[src/hw/rtl/tup_pkg.sv]
package tup_pkg;

    // Field limits
    localparam int TRANSPORT_NAME_MAX = 16;
    localparam int SERVER_LEN_MAX     = 255;
    localparam int PORT_DIGITS_MAX    = 20;
    localparam int ENCODING_NAME_MAX  = 16;
    localparam int OPTIONS_LEN_MAX    = 255;
    localparam int ENCODINGS_MAX      = 8;

    localparam int FIELD_MAX_A = (TRANSPORT_NAME_MAX > SERVER_LEN_MAX) ?
                                 TRANSPORT_NAME_MAX : SERVER_LEN_MAX;
    localparam int FIELD_MAX_B = (PORT_DIGITS_MAX > ENCODING_NAME_MAX) ?
                                 PORT_DIGITS_MAX : ENCODING_NAME_MAX;
    localparam int FIELD_MAX_C = (FIELD_MAX_A > FIELD_MAX_B) ? FIELD_MAX_A : FIELD_MAX_B;
    localparam int FIELD_MAX   = (FIELD_MAX_C > OPTIONS_LEN_MAX) ? FIELD_MAX_C : OPTIONS_LEN_MAX;
    localparam int FL_W        = $clog2(FIELD_MAX + 1);

    localparam int ACC_W = 17;
    localparam logic [ACC_W-1:0] PORT_SAT   = 17'd65536;
    localparam logic [ACC_W-1:0] PORT_MAX8  = 17'd255;
    localparam logic [ACC_W-1:0] PORT_MAX16 = 17'd65535;
    localparam logic [8:0]       OPT_SAT    = 9'd511;
    localparam logic [3:0]       IDX_SAT    = 4'd15;

    // Result kinds
    localparam logic [1:0] KIND_SERVER    = 2'd0;
    localparam logic [1:0] KIND_ENC_BEGIN = 2'd1;
    localparam logic [1:0] KIND_OPTION    = 2'd2;
    localparam logic [1:0] KIND_FIN       = 2'd3;

    // Status codes
    localparam logic [3:0] ST_OK            = 4'd0;
    localparam logic [3:0] ST_NO_SCHEME_SEP = 4'd1;
    localparam logic [3:0] ST_BAD_TRANSPORT = 4'd2;
    localparam logic [3:0] ST_NO_COLON      = 4'd3;
    localparam logic [3:0] ST_NO_PORT       = 4'd4;
    localparam logic [3:0] ST_PORT_RANGE    = 4'd5;
    localparam logic [3:0] ST_NO_QUERY      = 4'd6;
    localparam logic [3:0] ST_NO_ENC_NAME   = 4'd7;
    localparam logic [3:0] ST_BAD_ENCODING  = 4'd8;
    localparam logic [3:0] ST_NO_PLUS       = 4'd9;
    localparam logic [3:0] ST_TOO_MANY      = 4'd10;

    // Transport codes
    localparam logic [2:0] TR_IP = 3'd0;

    // Name tables, zero padded
    localparam int TR_NUM   = 5;
    localparam int EN_NUM   = 2;
    localparam int CH_SLOTS = 8;
    localparam int CH_AW    = $clog2(CH_SLOTS);

    localparam logic [7:0] TR_CHARS [TR_NUM][CH_SLOTS] = '{
        '{"i", "p", 8'h00, 8'h00, 8'h00, 8'h00, 8'h00, 8'h00},
        '{"p", "i", "n", "g", 8'h00, 8'h00, 8'h00, 8'h00},
        '{"t", "c", "p", 8'h00, 8'h00, 8'h00, 8'h00, 8'h00},
        '{"u", "d", "p", 8'h00, 8'h00, 8'h00, 8'h00, 8'h00},
        '{"u", "d", "p", "l", "i", "t", "e", 8'h00}
    };
    localparam int TR_LEN [TR_NUM] = '{2, 4, 3, 3, 7};

    localparam logic [7:0] EN_CHARS [EN_NUM][CH_SLOTS] = '{
        '{"c", "r", "y", "p", "t", 8'h00, 8'h00, 8'h00},
        '{"p", "a", "d", 8'h00, 8'h00, 8'h00, 8'h00, 8'h00}
    };
    localparam int EN_LEN [EN_NUM] = '{5, 3};

    // Result queue
    localparam int Q_DEPTH = 4;
    localparam int Q_AW    = $clog2(Q_DEPTH);

    typedef struct packed {
        logic [1:0]  kind;
        logic [7:0]  byte_value;
        logic [2:0]  transport_code;
        logic [15:0] port_number;
        logic [3:0]  encoding_slot;
        logic        encoding_id;
        logic [8:0]  option_count;
        logic [3:0]  status;
        logic        last;
    } rec_t;

    typedef struct packed {
        logic [1:0] num;
        rec_t       rec0;
        rec_t       rec1;
    } push_t;

    function automatic logic is_digit(input logic [7:0] b);
        return (b >= "0") && (b <= "9");
    endfunction

    function automatic logic is_alnum(input logic [7:0] b);
        return is_digit(b) || ((b >= "A") && (b <= "Z")) || ((b >= "a") && (b <= "z"));
    endfunction

endpackage

[src/hw/rtl/tup_front.sv]
module tup_front import tup_pkg::*; (
    input  logic       aclk,
    input  logic       aresetn,
    input  logic       s_valid,
    input  logic       in_ready,
    input  logic [7:0] s_url_byte,
    output push_t      push
);

    typedef enum logic [6:0] {
        PH_TRANS   = 7'b0000001,
        PH_SEP     = 7'b0000010,
        PH_SERVER  = 7'b0000100,
        PH_PORT    = 7'b0001000,
        PH_ENCNAME = 7'b0010000,
        PH_OPTS    = 7'b0100000,
        PH_OVER    = 7'b1000000
    } phase_t;

    phase_t              phase_reg, phase_next;
    logic [FL_W-1:0]     fl_reg, fl_next;
    logic [TR_NUM-1:0]   thits_reg, thits_next;
    logic [EN_NUM-1:0]   ehits_reg, ehits_next;
    logic [2:0]          chosen_reg, chosen_next;
    logic [ACC_W-1:0]    acc_reg, acc_next;
    logic [3:0]          idx_reg, idx_next;
    logic [8:0]          opt_reg, opt_next;
    logic                sep_reg, sep_next;
    logic                drop_reg, drop_next;

    logic                accept;
    logic [7:0]          b;
    logic                tr_found;
    logic [2:0]          tr_sel;
    logic                en_found;
    logic                en_sel;
    logic [20:0]         acc_mul;
    logic [ACC_W-1:0]    port_limit;

    logic                fin;
    logic [3:0]          fin_status;
    logic                clr;
    logic                close;
    logic [8:0]          cl_opt;
    logic [3:0]          idx_inc;
    logic [1:0]          num;
    rec_t                rec0, rec1, r_fin;

    assign accept = s_valid && in_ready;
    assign b      = s_url_byte;

    // Lowest-index transport and encoding that still match at the current length
    always_comb begin
        tr_found = 1'b0;
        tr_sel   = 3'd0;
        for (int i = TR_NUM - 1; i >= 0; i--) begin
            if (thits_reg[i] && (fl_reg == FL_W'(TR_LEN[i]))) begin
                tr_found = 1'b1;
                tr_sel   = 3'(i);
            end
        end
        en_found = 1'b0;
        en_sel   = 1'b0;
        for (int i = EN_NUM - 1; i >= 0; i--) begin
            if (ehits_reg[i] && (fl_reg == FL_W'(EN_LEN[i]))) begin
                en_found = 1'b1;
                en_sel   = 1'(i);
            end
        end
    end

    assign acc_mul    = {1'b0, acc_reg, 3'b000} + {3'b000, acc_reg, 1'b0} + {17'd0, b[3:0]};
    assign port_limit = (chosen_reg == TR_IP) ? PORT_MAX8 : PORT_MAX16;
    assign idx_inc    = (idx_reg != IDX_SAT) ? idx_reg + 4'd1 : idx_reg;

    always_comb begin
        phase_next  = phase_reg;
        fl_next     = fl_reg;
        thits_next  = thits_reg;
        ehits_next  = ehits_reg;
        chosen_next = chosen_reg;
        acc_next    = acc_reg;
        idx_next    = idx_reg;
        opt_next    = opt_reg;
        sep_next    = sep_reg;
        drop_next   = drop_reg;
        fin         = 1'b0;
        fin_status  = ST_OK;
        clr         = 1'b0;
        close       = 1'b0;
        cl_opt      = 9'd0;
        num         = 2'd0;
        rec0        = '0;
        rec1        = '0;
        r_fin       = '0;

        if (accept) begin
            if (drop_reg) begin
                // drop bytes up to and including the terminator
                clr = (b == 8'h00);
            end else begin
                unique case (phase_reg)
                    PH_TRANS: begin
                        if (is_alnum(b) && (fl_reg < FL_W'(TRANSPORT_NAME_MAX))) begin
                            for (int i = 0; i < TR_NUM; i++) begin
                                if ((fl_reg >= FL_W'(TR_LEN[i])) ||
                                    (TR_CHARS[i][fl_reg[CH_AW-1:0]] != b)) begin
                                    thits_next[i] = 1'b0;
                                end
                            end
                            fl_next = fl_reg + FL_W'(1);
                        end else if (b == ":") begin
                            phase_next = PH_SEP;
                            sep_next   = 1'b0;
                        end else begin
                            fin        = 1'b1;
                            fin_status = ST_NO_SCHEME_SEP;
                        end
                    end
                    PH_SEP: begin
                        if (b != "/") begin
                            fin        = 1'b1;
                            fin_status = ST_NO_SCHEME_SEP;
                        end else if (!sep_reg) begin
                            sep_next = 1'b1;
                        end else if (!tr_found) begin
                            fin        = 1'b1;
                            fin_status = ST_BAD_TRANSPORT;
                        end else begin
                            chosen_next = tr_sel;
                            phase_next  = PH_SERVER;
                            fl_next     = '0;
                        end
                    end
                    PH_SERVER: begin
                        if ((fl_reg < FL_W'(SERVER_LEN_MAX)) &&
                            (is_alnum(b) || (b == ".") || (b == "-"))) begin
                            fl_next             = fl_reg + FL_W'(1);
                            num                 = 2'd1;
                            rec0.kind           = KIND_SERVER;
                            rec0.byte_value     = b;
                            rec0.transport_code = chosen_reg;
                        end else if (b == ":") begin
                            phase_next = PH_PORT;
                            fl_next    = '0;
                            acc_next   = '0;
                        end else begin
                            fin        = 1'b1;
                            fin_status = ST_NO_COLON;
                        end
                    end
                    PH_PORT: begin
                        if ((fl_reg < FL_W'(PORT_DIGITS_MAX)) && is_digit(b)) begin
                            acc_next = (acc_mul > {4'd0, PORT_SAT}) ? PORT_SAT
                                                                    : acc_mul[ACC_W-1:0];
                            fl_next  = fl_reg + FL_W'(1);
                        end else if (fl_reg == '0) begin
                            fin        = 1'b1;
                            fin_status = ST_NO_PORT;
                        end else if (acc_reg > port_limit) begin
                            fin        = 1'b1;
                            fin_status = ST_PORT_RANGE;
                        end else if (b == 8'h00) begin
                            fin        = 1'b1;
                            fin_status = ST_OK;
                        end else if (b == "?") begin
                            phase_next = PH_ENCNAME;
                            fl_next    = '0;
                            ehits_next = '1;
                        end else begin
                            fin        = 1'b1;
                            fin_status = ST_NO_QUERY;
                        end
                    end
                    PH_ENCNAME: begin
                        if (is_alnum(b) && (fl_reg < FL_W'(ENCODING_NAME_MAX))) begin
                            for (int i = 0; i < EN_NUM; i++) begin
                                if ((fl_reg >= FL_W'(EN_LEN[i])) ||
                                    (EN_CHARS[i][fl_reg[CH_AW-1:0]] != b)) begin
                                    ehits_next[i] = 1'b0;
                                end
                            end
                            fl_next = fl_reg + FL_W'(1);
                        end else if (fl_reg == '0) begin
                            fin        = 1'b1;
                            fin_status = ST_NO_ENC_NAME;
                        end else if (!en_found) begin
                            fin        = 1'b1;
                            fin_status = ST_BAD_ENCODING;
                        end else begin
                            ehits_next          = en_sel ? 2'b10 : 2'b01;
                            num                 = 2'd1;
                            rec0.kind           = KIND_ENC_BEGIN;
                            rec0.transport_code = chosen_reg;
                            rec0.encoding_slot  = idx_reg;
                            rec0.encoding_id    = en_sel;
                            rec0.option_count   = opt_reg;
                            opt_next            = '0;
                            if (b == "=") begin
                                phase_next = PH_OPTS;
                                fl_next    = '0;
                            end else begin
                                close  = 1'b1;
                                cl_opt = 9'd0;
                            end
                        end
                    end
                    PH_OPTS: begin
                        if ((b != 8'h00) && (b != "+") && (fl_reg < FL_W'(OPTIONS_LEN_MAX))) begin
                            fl_next = fl_reg + FL_W'(1);
                            if ((b == ",") && (opt_reg != OPT_SAT)) begin
                                opt_next = opt_reg + 9'd1;
                            end
                            num                 = 2'd1;
                            rec0.kind           = KIND_OPTION;
                            rec0.byte_value     = (b == ",") ? 8'h00 : b;
                            rec0.transport_code = chosen_reg;
                            rec0.encoding_slot  = idx_reg;
                            rec0.encoding_id    = ehits_reg[1];
                        end else begin
                            close  = 1'b1;
                            cl_opt = (opt_reg != OPT_SAT) ? opt_reg + 9'd1 : opt_reg;
                        end
                    end
                    PH_OVER: begin
                        fin        = 1'b1;
                        fin_status = (b == 8'h00) ? ST_OK : ST_TOO_MANY;
                    end
                    default: begin
                        clr = 1'b1;
                    end
                endcase
            end
        end

        // close the current encoding: count it, then look at the separator
        if (close) begin
            idx_next = idx_inc;
            opt_next = cl_opt;
            if (b == 8'h00) begin
                fin        = 1'b1;
                fin_status = ST_OK;
            end else if (b == "+") begin
                if (idx_inc >= 4'(ENCODINGS_MAX)) begin
                    phase_next = PH_OVER;
                end else begin
                    phase_next = PH_ENCNAME;
                    fl_next    = '0;
                    ehits_next = '1;
                end
            end else begin
                fin        = 1'b1;
                fin_status = ST_NO_PLUS;
            end
        end

        if (fin) begin
            r_fin.kind           = KIND_FIN;
            r_fin.transport_code = chosen_reg;
            r_fin.port_number    = (fin_status == ST_OK) ? acc_reg[15:0] : 16'd0;
            r_fin.encoding_slot  = idx_next;
            r_fin.option_count   = opt_next;
            r_fin.status         = fin_status;
            r_fin.last           = 1'b1;
            if (num == 2'd0) begin
                rec0 = r_fin;
            end else begin
                rec1 = r_fin;
            end
            num = num + 2'd1;
        end

        if (fin || clr) begin
            phase_next  = PH_TRANS;
            fl_next     = '0;
            thits_next  = '1;
            ehits_next  = '1;
            chosen_next = '0;
            acc_next    = '0;
            idx_next    = '0;
            opt_next    = '0;
            sep_next    = 1'b0;
            drop_next   = fin && (b != 8'h00);
        end
    end

    always_ff @(posedge aclk) begin
        if (!aresetn) begin
            phase_reg  <= PH_TRANS;
            fl_reg     <= '0;
            thits_reg  <= '1;
            ehits_reg  <= '1;
            chosen_reg <= '0;
            acc_reg    <= '0;
            idx_reg    <= '0;
            opt_reg    <= '0;
            sep_reg    <= 1'b0;
            drop_reg   <= 1'b0;
        end else begin
            phase_reg  <= phase_next;
            fl_reg     <= fl_next;
            thits_reg  <= thits_next;
            ehits_reg  <= ehits_next;
            chosen_reg <= chosen_next;
            acc_reg    <= acc_next;
            idx_reg    <= idx_next;
            opt_reg    <= opt_next;
            sep_reg    <= sep_next;
            drop_reg   <= drop_next;
        end
    end

    assign push.num  = num;
    assign push.rec0 = rec0;
    assign push.rec1 = rec1;

endmodule

[src/hw/rtl/tup_queue.sv]
module tup_queue import tup_pkg::*; (
    input  logic  aclk,
    input  logic  aresetn,
    input  push_t push,
    output logic  space_ok,
    output rec_t  head,
    output logic  head_valid,
    input  logic  pop
);

    rec_t            mem [Q_DEPTH];
    logic [Q_AW-1:0] wr_reg, wr_next;
    logic [Q_AW-1:0] rd_reg, rd_next;
    logic [Q_AW:0]   cnt_reg, cnt_next;
    logic [Q_AW-1:0] wr_plus1;

    // take a byte only when both records it may raise fit
    assign space_ok   = (cnt_reg <= (Q_AW+1)'(Q_DEPTH - 2));
    assign head_valid = (cnt_reg != '0);
    assign head       = mem[rd_reg];
    assign wr_plus1   = wr_reg + Q_AW'(1);

    always_comb begin
        wr_next  = wr_reg + Q_AW'(push.num);
        rd_next  = pop ? rd_reg + Q_AW'(1) : rd_reg;
        cnt_next = cnt_reg + (Q_AW+1)'(push.num) - (Q_AW+1)'(pop);
    end

    always_ff @(posedge aclk) begin
        if (push.num != 2'd0) begin
            mem[wr_reg] <= push.rec0;
        end
        if (push.num == 2'd2) begin
            mem[wr_plus1] <= push.rec1;
        end
    end

    always_ff @(posedge aclk) begin
        if (!aresetn) begin
            wr_reg  <= '0;
            rd_reg  <= '0;
            cnt_reg <= '0;
        end else begin
            wr_reg  <= wr_next;
            rd_reg  <= rd_next;
            cnt_reg <= cnt_next;
        end
    end

endmodule

[src/hw/rtl/tup_back.sv]
module tup_back import tup_pkg::*; (
    input  logic        aclk,
    input  logic        aresetn,
    input  rec_t        head,
    input  logic        head_valid,
    output logic        pop,
    output logic        m_valid,
    input  logic        m_ready,
    output logic [1:0]  m_kind,
    output logic [7:0]  m_byte_value,
    output logic [2:0]  m_transport_code,
    output logic [15:0] m_port_number,
    output logic [3:0]  m_encoding_slot,
    output logic        m_encoding_id,
    output logic [8:0]  m_option_count,
    output logic [3:0]  m_status,
    output logic        m_last
);

    logic valid_reg;
    rec_t data_reg;

    // refill whenever the output register is empty or being drained
    assign pop = head_valid && (!valid_reg || m_ready);

    always_ff @(posedge aclk) begin
        if (!aresetn) begin
            valid_reg <= 1'b0;
        end else if (pop) begin
            valid_reg <= 1'b1;
        end else if (m_ready) begin
            valid_reg <= 1'b0;
        end
    end

    always_ff @(posedge aclk) begin
        if (pop) begin
            data_reg <= head;
        end
    end

    assign m_valid          = valid_reg;
    assign m_kind           = data_reg.kind;
    assign m_byte_value     = data_reg.byte_value;
    assign m_transport_code = data_reg.transport_code;
    assign m_port_number    = data_reg.port_number;
    assign m_encoding_slot  = data_reg.encoding_slot;
    assign m_encoding_id    = data_reg.encoding_id;
    assign m_option_count   = data_reg.option_count;
    assign m_status         = data_reg.status;
    assign m_last           = data_reg.last;

endmodule

[src/hw/rtl/tunnel_url_parser_top.sv]
// Channel   Direction  Handshake          Payload
// s_        in         s_valid/s_ready    s_url_byte (8)
// m_        out        m_valid/m_ready    kind, byte_value, transport_code, port_number,
//                                         encoding_slot, encoding_id, option_count,
//                                         status, last
//
// One URL byte per cycle is taken while the result queue has two free entries.
// A byte raises at most two records; the output register drains one record per cycle while m_ready is high.
// A record is written into the result queue at its byte's transaction, then into the output register that drives m_.
// Reset (aresetn low, synchronous) clears parser state, queue pointers and m_valid.
// Stalls on m_ready back up through the queue to s_ready; the front keeps its state.
module tunnel_url_parser_top import tup_pkg::*; (
    input  logic        aclk,
    input  logic        aresetn,
    input  logic        s_valid,
    output logic        s_ready,
    input  logic [7:0]  s_url_byte,
    output logic        m_valid,
    input  logic        m_ready,
    output logic [1:0]  m_kind,
    output logic [7:0]  m_byte_value,
    output logic [2:0]  m_transport_code,
    output logic [15:0] m_port_number,
    output logic [3:0]  m_encoding_slot,
    output logic        m_encoding_id,
    output logic [8:0]  m_option_count,
    output logic [3:0]  m_status,
    output logic        m_last
);

    push_t push;      // records raised by the accepted byte
    rec_t  head;      // oldest queued record
    logic  head_valid;
    logic  pop;

    // Front: classify each byte, update running parse state, raise records
    tup_front u_front (
        .aclk       (aclk),
        .aresetn    (aresetn),
        .s_valid    (s_valid),
        .in_ready   (s_ready),
        .s_url_byte (s_url_byte),
        .push       (push)
    );

    // Queue: decouple the parser from the result channel
    tup_queue u_queue (
        .aclk       (aclk),
        .aresetn    (aresetn),
        .push       (push),
        .space_ok   (s_ready),
        .head       (head),
        .head_valid (head_valid),
        .pop        (pop)
    );

    // Back: hold one record on m_ until its transaction completes
    tup_back u_back (
        .aclk             (aclk),
        .aresetn          (aresetn),
        .head             (head),
        .head_valid       (head_valid),
        .pop              (pop),
        .m_valid          (m_valid),
        .m_ready          (m_ready),
        .m_kind           (m_kind),
        .m_byte_value     (m_byte_value),
        .m_transport_code (m_transport_code),
        .m_port_number    (m_port_number),
        .m_encoding_slot  (m_encoding_slot),
        .m_encoding_id    (m_encoding_id),
        .m_option_count   (m_option_count),
        .m_status         (m_status),
        .m_last           (m_last)
    );

endmodule

[config.mk]
export PLATFORM = sky130hd
export DESIGN_NAME = tunnel_url_parser_top
export DESIGN_NICKNAME = d
export VERILOG_FILES = /design/src/hw/rtl/tup_pkg.sv /design/src/hw/rtl/tup_front.sv /design/src/hw/rtl/tup_queue.sv /design/src/hw/rtl/tup_back.sv /design/src/hw/rtl/tunnel_url_parser_top.sv
export SDC_FILE = /design/constraint.sdc
export NUM_CORES = 1
export LEC_CHECK = 0
export BUFFER_PORTS_ARGS = -buffer_cell sky130_fd_sc_hd__buf_2
export CORE_UTILIZATION = 55
export DETAILED_ROUTE_END_ITERATION = 12
export PLACE_DENSITY = 0.82
export REMOVE_ABC_BUFFERS = 1
export SYNTH_ARGS = -nofsm -noshare
export SYNTH_HDL_FRONTEND = slang
export SYNTH_SLANG_ARGS = --single-unit
[constraint.sdc]
create_clock -name aclk -period 7.85 [get_ports aclk]
set_input_delay 1.9625 -clock aclk [delete_from_list [all_inputs] [get_ports aclk]]
set_output_delay 1.9625 -clock aclk [all_outputs]
set_load 0.01 [all_outputs]
==> results.sh <==
export IMPL_worstPathRequired_ns=8.05
export IMPL_grt_max_degree=52
export IMPL_power_switching_share_pct=28.2
export IMPL_largest_register_ffs=192
export IMPL_antenna_found_initial=0
export IMPL_leakage_nw=6.33
export IMPL_synth_commonest_cells="204 x edfxtp_1, 151 x nor2_1, 115 x nand2_1"
export IMPL_path_class="input pin to flip-flop"
export IMPL_use_met1_pct=39.0
export IMPL_rsz0062_at_grt="false"
export IMPL_synth_edf_count=204
export IMPL_outcome="finished, final reports clean"
export IMPL_die_h_um=177
export IMPL_cts_reportedPaths_clkPinSlew_ns=0.06
export IMPL_clockPowerShare_pct=33.0
export IMPL_cts_max_path_buffers=3
export IMPL_setup_viol=0
export IMPL_post_dp_hpwl_um=30200
export IMPL_ant_nets=0
export IMPL_worst_slew_pin_slew_ns=1.16
export IMPL_dieArea_sq_um=31200
export IMPL_syn_to_final_growth_pct=9.57
export IMPL_cp_slowest_cell="nor3_1"
export IMPL_use_met2_pct=46.3
export IMPL_timing_critical_path_max_delay_family="buffers and inverters"
export IMPL_syn_area_sq_um=16800
export IMPL_cts_tree="yes"
export IMPL_ios=62
export IMPL_cp_end_kind="flip-flop"
export IMPL_nets=1637
export IMPL_drtIter0Drc=1356
export IMPL_insertion_delay_ns=0.57
export IMPL_floorplan_rows=63
export IMPL_viasPerCell=6.58
export IMPL_avgSynthCellArea_sq_um=10.8
export IMPL_worstPathArrival_ns=6.32
export IMPL_p_sw_mw=1.27
export IMPL_route_vias_total=13100
export IMPL_hp_class="flip-flop to flip-flop"
export IMPL_grt_pass1_wl_um=69300
export IMPL_yosysMostFrequentCell="edfxtp_1"
export IMPL_drive_gt1_share_pct=16.4
export IMPL_start_util_pct=56.2
export IMPL_yosysWarnings=0
export IMPL_cts_root_buf="clkbuf_16"
export IMPL_grt_pass1_vias=12600
export IMPL_drtPass1Iterations=5
export IMPL_yosysTopAreaCell="edfxtp_1"
export IMPL_io_buffer_count=61
export IMPL_ctsResizeCount=0
export IMPL_internal_power_mw=3.23
export IMPL_clock_fmax_mhz=163
export IMPL_synth_top_area_share_pct=36.5
export IMPL_netlist_instances=1549
export IMPL_fin_setup_tns_ns=0
export IMPL_seq_area_frac_synth_pct=48.5
export IMPL_crit_top_cell="buf_4"
export IMPL_finish_utilization_pct=61.6
export IMPL_ys_types=101
export IMPL_timing_hold_ws_ns=0.458
export IMPL_gp_congestion=1.01
export IMPL_overflow=0
export IMPL_ys_top_cells_by_area="edfxtp_1 36%, dfxtp_1 12%, mux4_2 6.4%"
export IMPL_cap_violations=0
export IMPL_track_usage_pct=28.2
export IMPL_synth_seq_cells=305
export IMPL_cts_hold_buffers_added=0
export IMPL_p_total_mw=4.50
export IMPL_grt_util_met3_pct=3.48
export IMPL_busiest_layer="met2"
export IMPL_final_hold_violation_count=0
export IMPL_drc=0
export IMPL_crit_buf_inv=7
export IMPL_p_comb_share_pct=20.0
export IMPL_post_route_period_util_pct=78.0
export IMPL_path_max_fanout=39
export IMPL_synth_flop_cell="edfxtp_1"
export IMPL_startpoint_type="input pin"
export IMPL_cpPeakStageDelay_ns=0.66
export IMPL_diodes=0
export IMPL_max_slew_margin_pct=22.3
export IMPL_h_tree_depth=1
export IMPL_cp_cell_sequence="buf_2, nor2b_1, and4_1, o311ai_1, buf_4, o21ai_1, nand2_1, o21ai_1, inv_1, ha_1, nor3_1, buf_4, nor2_1, buf_4, inv_1, buf_4"
export IMPL_skew_ns=0.0217
export IMPL_wl_per_cell_um=22.0
export IMPL_finalWirelength_um=43700
export IMPL_pwr_density_cell_nw_per_um2=245
export IMPL_ys_async_sr_fraction_pct=0
export IMPL_cts_sinks=305
export IMPL_maxSlewViolCount=0
export IMPL_cts_made_buffers=30
export IMPL_dieWidth_um=177
export IMPL_post_cts_buffers=0
export IMPL_irDropWorstVdd_mv=0.183
export IMPL_period_needed_ns=6.13
export IMPL_core_area_sq_um=29900
export IMPL_power_frac_seq_pct=47.0
==> path summary, 6_finish.rpt <==
path	start	endpoint	slack, ns	cells past startpoint
worst max-delay path	s_url_byte[1]	u_queue.mem[0][15]	1.72	16
worst min-delay path	u_queue.mem[3][40]	u_queue.mem[3][40]	0.46	2
worst min register to register	u_queue.mem[3][40]	u_queue.mem[3][40]	0.46	2
worst max register to register	u_front.fl_reg[1]	u_queue.mem[0][15]	1.87	16
==> per-stage QoR <==
stage | cells | cell area [sq um] | setup slack (ns)
after floorplan | 1451 | 16300 | 1.69
after global placement | 1928 | 17400 | 1.42
after detailed placement | 1928 | 17400 | 1.27
after CTS | 1984 | 18400 | 1.81
after global routing | 1985 | 18400 | 1.29
final | 1985 | 18400 | 1.72
==> worst min-delay path: stages (launching register included) <==
cell and delay, ns:
dfxtp_1 0.32, nand2_1 0.04, o21ai_0 0.06
==> logic make-up (layout without fill, tap and decap cells) <==
group	after synthesis	count (layout)	share of synthesized area (%)
AOI/OAI and AO/OA	387	387	16.3
and+or+nand+nor	583	583	19.1
DFF	305	305	48.5
buffers and inverters	137	183	3.53
xor gates and xnor gates	27	27	1.41
muxes	56	56	6.95
adders and majority gates	54	54	4.16
==> cell usage in the layout (no fill, tap or decap), types with 9 or more instances in the layout <==
master / n
a31oi_1: 14
xnor2_1: 18
a21o_1: 9
dfxtp_1: 99
clkbuf_16: 31
nand2_1: 115
or3_1: 15
nor2b_1: 23
nand3_1: 38
o21ai_1: 15
nand4_1: 15
edfxtp_1: 204
a211oi_1: 10
and3_1: 10
a21oi_1: 51
nor3_1: 36
a32o_1: 21
o211ai_1: 21
ha_1: 51
o22ai_1: 20
buf_2: 61
and2_1: 66
mux4_2: 48
o21ai_0: 91
o31ai_1: 16
inv_1: 38
nor2_1: 151
nor4_1: 20
xor2_1: 9
buf_4: 26
nor3b_2: 16
==> routing by layer <==
layer  share of wire [%]  routed length (um)
met5                   0                   0
met2                  47               20700
met4                 2.4                1060
met3                 8.2                3600
met1                  42               18300
==> power by group through the flow <==
stage          sequential, mW  clock [mW]  combinational, mW
2_1_floorplan            2.24           0              0.484
3_3_place_gp             2.14           0              0.884
3_5_place_dp             2.15           0              0.903
4_1_cts                  2.12        1.49              0.908
5_1_grt                  2.15        1.55              0.976
6_report                 2.12        1.49              0.901
==> final cells by class <==
cell class              count  area (sq um)
multi-input cells        1107          8070
repair buffers             88           512
inverters                  39           146
flip-flops and latches    305          8150
fillers                  2322         11500
clock buffers              44           905
well taps                 390           488
clock inverters            12           126
(Power assumes the default switching activity.)
